`src/pic_pkg.sv`:
```
// Shared types, bus map and defaults for the platform interrupt controller.
package pic_pkg;

  localparam int NUM_SOURCES_DEF = 82;
  localparam int PRIO_BITS_DEF   = 3;
  localparam int LINE_COUNT      = 82;

  localparam logic [21:0] OFF_PENDING = 22'h001000;
  localparam logic [21:0] OFF_ENABLE  = 22'h002000;
  localparam logic [21:0] OFF_THRESH  = 22'h200000;
  localparam logic [21:0] OFF_CLAIM   = 22'h200004;

  localparam logic [1:0] KIND_READ   = 2'd0;
  localparam logic [1:0] KIND_WRITE  = 2'd1;
  localparam logic [1:0] KIND_SAMPLE = 2'd2;

  typedef enum logic [2:0] {
    ST_CLEAR,
    ST_IDLE,
    ST_EXEC,
    ST_SCAN,
    ST_DONE
  } state_t;

  typedef struct packed {
    logic en_wr;
    logic thr_wr;
    logic complete;
    logic sample;
    logic claim;
  } bits_op_t;

endpackage

```
`src/pic_ram.sv`:
```
// Generic single-port-write, registered-read RAM.
module pic_ram #(
  parameter int WIDTH = 8,
  parameter int DEPTH = 16
) (
  input  logic                                   clk,
  input  logic                                   we,
  input  logic [(DEPTH > 1 ? $clog2(DEPTH) : 1)-1:0] waddr,
  input  logic [WIDTH-1:0]                       wdata,
  input  logic [(DEPTH > 1 ? $clog2(DEPTH) : 1)-1:0] raddr,
  output logic [WIDTH-1:0]                       rdata
);

  logic [WIDTH-1:0] mem [DEPTH];

  always_ff @(posedge clk) begin
    if (we) begin
      mem[waddr] <= wdata;
    end
    rdata <= mem[raddr];
  end

endmodule

```
`src/pic_bits.sv`:
```
// Enable, pending and in-service bit vectors and the priority threshold.
module pic_bits #(
  parameter int NUM_SOURCES = pic_pkg::NUM_SOURCES_DEF,
  parameter int PRIO_BITS   = pic_pkg::PRIO_BITS_DEF,
  localparam int WORDS = (NUM_SOURCES + 31) / 32,
  localparam int VW    = WORDS * 32,
  localparam int VIW   = $clog2(VW),
  localparam int WIW   = (WORDS > 1) ? $clog2(WORDS) : 1
) (
  input  logic                 clk,
  input  logic                 rst_n,
  input  pic_pkg::bits_op_t    op,
  input  logic [31:0]          wdata,
  input  logic [WIW-1:0]       widx,
  input  logic [VW-1:0]        lines,
  input  logic [VIW-1:0]       claim_id,
  input  logic [VIW-1:0]       complete_id,
  output logic [VW-1:0]        enable_o,
  output logic [VW-1:0]        pending_o,
  output logic [VW-1:0]        elig_o,
  output logic [PRIO_BITS-1:0] thr_o
);

  localparam logic [VW-1:0] SRC_MASK = ({VW{1'b1}} >> (VW - NUM_SOURCES)) & ~VW'(1);

  logic [VW-1:0]        enable_r,  enable_nxt;
  logic [VW-1:0]        pending_r, pending_nxt;
  logic [VW-1:0]        insvc_r,   insvc_nxt;
  logic [PRIO_BITS-1:0] thr_r,     thr_nxt;

  always_comb begin
    enable_nxt  = enable_r;
    pending_nxt = pending_r;
    insvc_nxt   = insvc_r;
    thr_nxt     = thr_r;
    if (op.en_wr) begin
      enable_nxt[{widx, 5'b0} +: 32] = wdata & SRC_MASK[{widx, 5'b0} +: 32];
    end
    if (op.thr_wr) begin
      thr_nxt = wdata[PRIO_BITS-1:0];
    end
    if (op.complete) begin
      insvc_nxt[complete_id] = 1'b0;
    end
    if (op.sample) begin
      pending_nxt = pending_r | (lines & ~insvc_r & SRC_MASK);
    end
    if (op.claim) begin
      pending_nxt[claim_id] = 1'b0;
      insvc_nxt[claim_id]   = 1'b1;
    end
  end

  always_ff @(posedge clk) begin
    if (!rst_n) begin
      enable_r  <= '0;
      pending_r <= '0;
      insvc_r   <= '0;
      thr_r     <= '0;
    end else begin
      enable_r  <= enable_nxt;
      pending_r <= pending_nxt;
      insvc_r   <= insvc_nxt;
      thr_r     <= thr_nxt;
    end
  end

  assign enable_o  = enable_r;
  assign pending_o = pending_r;
  assign elig_o    = enable_r & pending_r;
  assign thr_o     = thr_r;

endmodule

```
`src/pic_scan.sv`:
```
// Priority scan engine: walks the priority RAM and tracks the best eligible source.
module pic_scan #(
  parameter int NUM_SOURCES = pic_pkg::NUM_SOURCES_DEF,
  parameter int PRIO_BITS   = pic_pkg::PRIO_BITS_DEF,
  localparam int IDW   = $clog2(NUM_SOURCES),
  localparam int WORDS = (NUM_SOURCES + 31) / 32,
  localparam int VW    = WORDS * 32,
  localparam int VIW   = $clog2(VW)
) (
  input  logic                 clk,
  input  logic                 rst_n,
  input  logic                 start,
  input  logic [VW-1:0]        elig,
  input  logic [PRIO_BITS-1:0] thr,
  input  logic [PRIO_BITS-1:0] ram_rdata,
  output logic                 active,
  output logic [IDW-1:0]       ram_raddr,
  output logic                 fin,
  output logic [IDW-1:0]       best_nxt
);

  localparam logic [IDW-1:0] LAST_ID = IDW'(NUM_SOURCES - 1);

  logic                 active_r, active_nxt;
  logic [IDW-1:0]       cnt_r,    cnt_nxt;
  logic                 vld_r,    vld_nxt;
  logic                 last_r,   last_nxt;
  logic [IDW-1:0]       id_d_r,   id_d_nxt;
  logic                 have_r,   have_nxt;
  logic [IDW-1:0]       best_r;
  logic [PRIO_BITS-1:0] bestp_r,  bestp_nxt;
  logic                 hit;

  assign hit = vld_r && elig[VIW'(id_d_r)] && (ram_rdata > thr) &&
               (!have_r || (ram_rdata > bestp_r));

  always_comb begin
    active_nxt = active_r;
    cnt_nxt    = cnt_r;
    vld_nxt    = active_r;
    last_nxt   = active_r && (cnt_r == LAST_ID);
    id_d_nxt   = cnt_r;
    have_nxt   = have_r || hit;
    best_nxt   = hit ? id_d_r : best_r;
    bestp_nxt  = hit ? ram_rdata : bestp_r;
    if (active_r) begin
      if (cnt_r == LAST_ID) begin
        active_nxt = 1'b0;
      end else begin
        cnt_nxt = cnt_r + IDW'(1);
      end
    end
    if (start) begin
      active_nxt = 1'b1;
      cnt_nxt    = IDW'(1);
      have_nxt   = 1'b0;
    end
  end

  always_ff @(posedge clk) begin
    if (!rst_n) begin
      active_r <= 1'b0;
      vld_r    <= 1'b0;
      last_r   <= 1'b0;
      have_r   <= 1'b0;
      best_r   <= '0;
    end else begin
      active_r <= active_nxt;
      vld_r    <= vld_nxt;
      last_r   <= last_nxt;
      have_r   <= have_nxt;
      best_r   <= start ? '0 : best_nxt;
    end
  end

  always_ff @(posedge clk) begin
    cnt_r   <= cnt_nxt;
    id_d_r  <= id_d_nxt;
    bestp_r <= bestp_nxt;
  end

  assign active    = active_r;
  assign ram_raddr = cnt_r;
  assign fin       = vld_r && last_r;

endmodule

```
`src/platform_interrupt_controller.sv`:
```
// Top level of the single-context platform interrupt controller.
//
// Usage: one input channel (in_*) carries items: a bus read, a bus write or a
// sample of the source lines, selected by in_tuser. Every item gives exactly
// one result item on the out_* channel: read data (zero for non-reads) and
// the interrupt request level as it stands after the item.
// Work: after acceptance, each item runs a priority scan, which reads the
// priority RAM one source per cycle (twice for a read of the claim register:
// once to pick the source, once to refresh the request level), and then
// gives its result. One item is worked on at a time; a new item is accepted
// while the previous result waits in the output register.
// Reset: rst_n clears all enable, pending and in-service bits and the
// threshold, then a clearing pass over all NUM_SOURCES entries zeroes the priority
// RAM; in_tready stays low during that pass.
// Stall: if out_tready is low, the finished result holds in the output
// register and the next item waits at the end of its work until it drains.
module platform_interrupt_controller #(
  parameter int NUM_SOURCES = pic_pkg::NUM_SOURCES_DEF,
  parameter int PRIO_BITS   = pic_pkg::PRIO_BITS_DEF
) (
  input  logic         clk,
  input  logic         rst_n,
  input  logic         in_tvalid,
  output logic         in_tready,
  // addr[21:0], wdata[53:22], lines_low[85:54], lines_mid[117:86], lines_high[135:118]
  input  logic [135:0] in_tdata,
  // kind[1:0]
  input  logic [1:0]   in_tuser,
  output logic         out_tvalid,
  input  logic         out_tready,
  // rdata[31:0], irq_request[32], zero pad [39:33]
  output logic [39:0]  out_tdata
);

  localparam int IDW   = $clog2(NUM_SOURCES);
  localparam int WORDS = (NUM_SOURCES + 31) / 32;
  localparam int VW    = WORDS * 32;
  localparam int VIW   = $clog2(VW);
  localparam int WIW   = (WORDS > 1) ? $clog2(WORDS) : 1;
  localparam int LC    = pic_pkg::LINE_COUNT;

  pic_pkg::state_t state_r, state_nxt;

  logic [1:0]   kind_r;
  logic [21:0]  addr_r;
  logic [31:0]  wdata_r;
  logic [LC-1:0] lines_r;

  logic [IDW-1:0] clr_cnt_r;
  logic           claim_ph_r;
  logic           prio_rd_r;
  logic [31:0]    rdata_r;
  logic           irq_r;
  logic           out_valid_r;
  logic [31:0]    out_rdata_r;
  logic           out_irq_r;

  logic                 in_acc;
  logic                 out_free;
  logic                 aligned;
  logic [9:0]           reg_sel;
  logic [9:0]           word_off;
  logic                 pid_ok;
  logic                 in_prio;
  logic                 in_pend;
  logic                 in_en;
  logic                 is_thr;
  logic                 is_claim;
  logic                 is_read;
  logic                 is_write;
  logic                 cpl_ok;
  logic [WIW-1:0]       widx;
  logic [31:0]          rd_direct;
  logic [VW-1:0]        lines_v;

  pic_pkg::bits_op_t    op;
  logic                 ram_we;
  logic [IDW-1:0]       ram_waddr;
  logic [PRIO_BITS-1:0] ram_wdata;
  logic [IDW-1:0]       ram_raddr;
  logic [PRIO_BITS-1:0] ram_rdata;
  logic                 scan_start;
  logic                 scan_active;
  logic [IDW-1:0]       scan_raddr;
  logic                 scan_fin;
  logic [IDW-1:0]       best_nxt;
  logic [VW-1:0]        enable_v;
  logic [VW-1:0]        pending_v;
  logic [VW-1:0]        elig_v;
  logic [PRIO_BITS-1:0] thr;

  assign in_acc   = in_tvalid && in_tready;
  assign out_free = !out_valid_r || out_tready;

  assign aligned  = (addr_r[1:0] == 2'b00);
  assign reg_sel  = addr_r[21:12];
  assign word_off = addr_r[11:2];
  assign pid_ok   = (32'(word_off) < 32'(NUM_SOURCES));
  assign in_prio  = aligned && (reg_sel == 10'd0) && pid_ok;
  assign in_pend  = aligned && (reg_sel == pic_pkg::OFF_PENDING[21:12]) &&
                    (32'(word_off) < 32'(WORDS));
  assign in_en    = aligned && (reg_sel == pic_pkg::OFF_ENABLE[21:12]) &&
                    (32'(word_off) < 32'(WORDS));
  assign is_thr   = (addr_r == pic_pkg::OFF_THRESH);
  assign is_claim = (addr_r == pic_pkg::OFF_CLAIM);
  assign is_read  = (kind_r == pic_pkg::KIND_READ);
  assign is_write = (kind_r == pic_pkg::KIND_WRITE);
  assign cpl_ok   = (wdata_r != 32'd0) && (wdata_r < 32'(NUM_SOURCES));
  assign widx     = word_off[WIW-1:0];

  assign lines_v = VW'(lines_r);

  always_comb begin
    rd_direct = 32'd0;
    if (is_read) begin
      if (in_pend) begin
        rd_direct = pending_v[{widx, 5'b0} +: 32];
      end else if (in_en) begin
        rd_direct = enable_v[{widx, 5'b0} +: 32];
      end else if (is_thr) begin
        rd_direct = 32'(thr);
      end
    end
  end

  always_comb begin
    state_nxt = state_r;
    case (state_r)
      pic_pkg::ST_CLEAR: begin
        if (clr_cnt_r == IDW'(NUM_SOURCES - 1)) begin
          state_nxt = pic_pkg::ST_IDLE;
        end
      end
      pic_pkg::ST_IDLE: begin
        if (in_acc) begin
          state_nxt = pic_pkg::ST_EXEC;
        end
      end
      pic_pkg::ST_EXEC: begin
        state_nxt = pic_pkg::ST_SCAN;
      end
      pic_pkg::ST_SCAN: begin
        if (scan_fin && !claim_ph_r) begin
          state_nxt = pic_pkg::ST_DONE;
        end
      end
      pic_pkg::ST_DONE: begin
        if (out_free) begin
          state_nxt = pic_pkg::ST_IDLE;
        end
      end
      default: begin
        state_nxt = pic_pkg::ST_CLEAR;
      end
    endcase
  end

  always_comb begin
    in_tready  = 1'b0;
    ram_we     = 1'b0;
    ram_waddr  = addr_r[IDW+1:2];
    ram_wdata  = wdata_r[PRIO_BITS-1:0];
    scan_start = 1'b0;
    op         = '0;
    case (state_r)
      pic_pkg::ST_CLEAR: begin
        ram_we    = 1'b1;
        ram_waddr = clr_cnt_r;
        ram_wdata = '0;
      end
      pic_pkg::ST_IDLE: begin
        in_tready = 1'b1;
      end
      pic_pkg::ST_EXEC: begin
        scan_start  = 1'b1;
        ram_we      = is_write && in_prio && (word_off != 10'd0);
        op.en_wr    = is_write && in_en;
        op.thr_wr   = is_write && is_thr;
        op.complete = is_write && is_claim && cpl_ok;
        op.sample   = (kind_r == pic_pkg::KIND_SAMPLE);
      end
      pic_pkg::ST_SCAN: begin
        if (scan_fin && claim_ph_r) begin
          scan_start = 1'b1;
          op.claim   = (best_nxt != '0);
        end
      end
      pic_pkg::ST_DONE: begin
      end
      default: begin
      end
    endcase
  end

  assign ram_raddr = scan_active ? scan_raddr : addr_r[IDW+1:2];

  always_ff @(posedge clk) begin
    if (!rst_n) begin
      state_r     <= pic_pkg::ST_CLEAR;
      clr_cnt_r   <= '0;
      claim_ph_r  <= 1'b0;
      prio_rd_r   <= 1'b0;
      out_valid_r <= 1'b0;
    end else begin
      state_r <= state_nxt;
      if (state_r == pic_pkg::ST_CLEAR) begin
        clr_cnt_r <= clr_cnt_r + IDW'(1);
      end
      prio_rd_r <= (state_r == pic_pkg::ST_EXEC) && is_read && in_prio;
      if (state_r == pic_pkg::ST_EXEC) begin
        claim_ph_r <= is_read && is_claim;
      end else if (scan_fin) begin
        claim_ph_r <= 1'b0;
      end
      if (state_r == pic_pkg::ST_DONE && out_free) begin
        out_valid_r <= 1'b1;
      end else if (out_tready) begin
        out_valid_r <= 1'b0;
      end
    end
  end

  always_ff @(posedge clk) begin
    if (in_acc) begin
      kind_r  <= in_tuser;
      addr_r  <= in_tdata[21:0];
      wdata_r <= in_tdata[53:22];
      lines_r <= in_tdata[135:54];
    end
    if (state_r == pic_pkg::ST_EXEC) begin
      rdata_r <= rd_direct;
    end else if (prio_rd_r) begin
      rdata_r <= 32'(ram_rdata);
    end else if (scan_fin && claim_ph_r) begin
      rdata_r <= 32'(best_nxt);
    end
    if (state_r == pic_pkg::ST_SCAN && scan_fin && !claim_ph_r) begin
      irq_r <= (best_nxt != '0);
    end
    if (state_r == pic_pkg::ST_DONE && out_free) begin
      out_rdata_r <= rdata_r;
      out_irq_r   <= irq_r;
    end
  end

  assign out_tvalid = out_valid_r;
  assign out_tdata  = {7'd0, out_irq_r, out_rdata_r};

  pic_ram #(
    .WIDTH (PRIO_BITS),
    .DEPTH (NUM_SOURCES)
  ) u_prio_ram (
    .clk   (clk),
    .we    (ram_we),
    .waddr (ram_waddr),
    .wdata (ram_wdata),
    .raddr (ram_raddr),
    .rdata (ram_rdata)
  );

  pic_bits #(
    .NUM_SOURCES (NUM_SOURCES),
    .PRIO_BITS   (PRIO_BITS)
  ) u_bits (
    .clk         (clk),
    .rst_n       (rst_n),
    .op          (op),
    .wdata       (wdata_r),
    .widx        (widx),
    .lines       (lines_v),
    .claim_id    (VIW'(best_nxt)),
    .complete_id (wdata_r[VIW-1:0]),
    .enable_o    (enable_v),
    .pending_o   (pending_v),
    .elig_o      (elig_v),
    .thr_o       (thr)
  );

  pic_scan #(
    .NUM_SOURCES (NUM_SOURCES),
    .PRIO_BITS   (PRIO_BITS)
  ) u_scan (
    .clk       (clk),
    .rst_n     (rst_n),
    .start     (scan_start),
    .elig      (elig_v),
    .thr       (thr),
    .ram_rdata (ram_rdata),
    .active    (scan_active),
    .ram_raddr (scan_raddr),
    .fin       (scan_fin),
    .best_nxt  (best_nxt)
  );

endmodule
```
`config.mk`:
```
export PLATFORM = sky130hd
export DESIGN_NAME = platform_interrupt_controller
export DESIGN_NICKNAME = d
export VERILOG_FILES = /design/src/pic_pkg.sv /design/src/pic_ram.sv /design/src/pic_bits.sv /design/src/pic_scan.sv /design/src/platform_interrupt_controller.sv
export SDC_FILE = /design/constraint.sdc
export NUM_CORES = 1
export LEC_CHECK = 0
export ABC_AREA = 0
export BUFFER_PORTS_ARGS = -buffer_cell sky130_fd_sc_hd__buf_2
export CORE_MARGIN = 3
export CORE_UTILIZATION = 50
export CTS_CLUSTER_DIAMETER = 80
export DETAILED_ROUTE_END_ITERATION = 8
export GPL_ROUTABILITY_DRIVEN = 0
export PLACE_DENSITY = 0.77
export RECOVER_POWER = 50
export SLEW_MARGIN = 40
export SYNTH_ARGS = -nofsm -noshare
export SYNTH_HDL_FRONTEND = slang
export SYNTH_HIERARCHICAL = 1
export SYNTH_SLANG_ARGS = --single-unit
export TNS_END_PERCENT = 1
```
`constraint.sdc`:
```
create_clock -name clk -period 6.7 [get_ports clk]
set_input_delay 0 -clock clk [delete_from_list [all_inputs] [get_ports clk]]
set_output_delay 0 -clock clk [all_outputs]
set_load 0.01 [all_outputs]
```
==> results.json <==
{
  "outcome": "finished, violations left",
  "violations": "max-capacitance violations, max-slew violations",
  "drc": 0,
  "num_io_pins": 184,
  "power.leakage_nw": 13.8,
  "syn_area_sq_um": 33100,
  "hold_viol": 0,
  "fmax_mhz": 191,
  "period_share_pct": 77.9,
  "dp_cells": 3637,
  "clockRootBuffer": "clkbuf_16",
  "post-dp-hpwl_mm": 62.0,
  "routedWlPerCell_microns": 24.6,
  "critPathCaptureType": "flip-flop",
  "syn_to_final_growth_pct": 15.9,
  "port-buffer-count": 175,
  "layoutNonFillerInstCount": 3923,
  "die_y_microns": 263,
  "clock_sinks": 769,
  "rows": 93,
  "via_count": 24345,
  "drv_slew": 537,
  "first_pass_iters": 8,
  "multi_input_area_sq_um": 12400,
  "synthCells": 2759,
  "fin_skew_ns": 0.0454,
  "clkLatencyLatePin_ns": 0.65,
  "ys_warn_count": 6,
  "dieArea_sq_um": 69400,
  "grt_max_degree": 112,
  "h-tree-depth": 3,
  "post_cts_resized": 0,
  "layout_min_cycle_time_ns": 5.22,
  "sw_frac_of_total_pct": 21.5,
  "core_sq_um": 65000,
  "drt_wl_total_mm": 96.4,
  "crit_path_start_kind": "flip-flop",
  "via_per_inst": 6.21,
  "first_global_vias": 24088,
  "seqCellArea_sq_um": 19900,
  "overflow": 0,
  "drive_gt1_share_pct": 12.3,
  "clk_pin_slew_ns": 0.06,
  "rsz0062_at_grt": "false",
  "setup_violations": 0,
  "ant_nets": 0,
  "ir_drop_uv": 210,
  "drt_iter0_drc": 2640,
  "tns_ns": 0,
  "dieWidth_microns": 263,
  "clk_path_buf_depth": 3,
  "intPower_mw": 7.52,
  "p_seq_share_pct": 52.3,
  "total_power_mw": 9.59,
  "start_util_pct": 51.0,
  "hold-worst-slack_ns": 0.0577,
  "path_max_fanout": 14,
  "hold_class": "in -> reg",
  "cts_tree": "yes",
  "placement.cell_area_sq_um": 34600,
  "p_per_area_nw_per_um2": 250,
  "grt_antenna_before_repair": 0,
  "arrival_ns": 5.71,
  "grt_usage_pct": 27.0,
  "avgSynthCellArea_sq_um": 12.0,
  "slew_headroom_pct": -139,
  "required_ns": 7.19,
  "p_sw_mw": 2.07,
  "post-route-cell-area_sq_um": 38400,
  "fill_cells": 5049,
  "num-nets-final": 3159,
  "drv_cap": 8,
  "p_clk_share_pct": 44.0,
  "cts_made_buffers": 78,
  "crit_type": "reg -> reg",
  "grt_pass1_wl_mm": 144,
  "worst_pin_slew_ns": 3.59,
  "p_comb_share_pct": 3.6
}
-- metrics by stage --
stage	worst slack, ns	utilization [%]
after detailed placement	1.79	53.2
after global routing	1.44	59.0
final	1.48	59.1
after global placement	1.88	53.1
after CTS	1.70	59.2
after floorplan	1.98	-
-- final timing paths --
path,endpoint,depth (start not counted),from,slack (ns)
setup reg to reg,u_bits/pending_o[15],15,u_scan/id_d_r[0],1.48
setup / recovery,u_bits/pending_o[15],15,u_scan/id_d_r[0],1.48
hold / removal,lines_r[44],2,in_tdata[98],0.06
hold reg to reg,u_scan/id_d_r[1],0,u_scan/ram_raddr[1],0.42
-- per-layer routing --
metal,vias up,global-route usage (%),routed length (microns)
li1,10663,-,-
met1,11836,32.2,33900
met2,1437,45.0,46500
met3,409,4.66,8490
met4,0,18.1,7530
met5,-,0,0
-- power groups by stage --
| stage | Combinational [mW] | Sequential (mW) | Clock, mW |
|---|---|---|---|
| final | 0.348 | 5.02 | 4.22 |
| after global routing | 0.368 | 5.02 | 4.47 |
| after floorplan | 0.190 | 5.10 | 0 |
| after CTS | 0.341 | 5.02 | 4.26 |
| after global placement | 0.268 | 5.12 | 0 |
| after detailed placement | 0.275 | 5.12 | 0 |
-- area by class of cell --
type / count / share of cell area [%]
timing repair buffer: 351 / 6.43
sequential: 769 / 51.9
inverter: 25 / 0.244
multi-input combinational: 1777 / 32.2
antenna: 1 / 0.00651
tap: 855 / 2.79
clock buffer: 98 / 5.33
clock inverter: 47 / 1.15
-- cells in the final DEF (no fill, tap or decap), drive strengths merged, types with 44 or more instances in the layout --
| cell | instances |
|---|---|
| mux2i | 130 |
| o211a | 69 |
| dlygate4sd3 | 140 |
| nor2 | 219 |
| buf | 139 |
| a22oi | 73 |
| nand3 | 44 |
| and2 | 111 |
| clkbuf | 170 |
| edfxtp | 452 |
| dfxtp | 317 |
| nor2b | 97 |
| a21boi | 133 |
| mux4 | 61 |
| o21ai | 151 |
| nand2 | 321 |
| a21oi | 45 |
-- critical path: stages, from the launching register on --
cell and delay [ns]:
dfxtp_1 0.72, buf_4 0.38, mux4_1 0.59, o22ai_1 0.29
a221oi_1 0.16, a22oi_2 0.26, o21ai_2 0.12, and2_4 0.23
o21ai_1 0.15, buf_4 0.30, nor3_1 0.10, nand2_1 0.16
and3_1 0.35, and4_1 0.89, nand2_1 0.16, o211a_1 0.19
-- sequential cells by signal, summed over array words and instances (netlist names), 22 cells and up --
signal and count:
rdata_r 32, u_bits/insvc_r 81, u_prio_ram/mem 246, u_bits/enable_o 96, wdata_r 32, u_bits/pending_o 96, out_rdata_r 32, addr_r 22
lines_r 81
-- timing repair --
item / in CTS / in global routing
setup buffers: 0 / 0
endpoints found under the setup margin: 0 / 0
endpoints found under the hold margin: 263 / 0
hold buffers: 140 / 0
(Power assumes the default switching activity.)
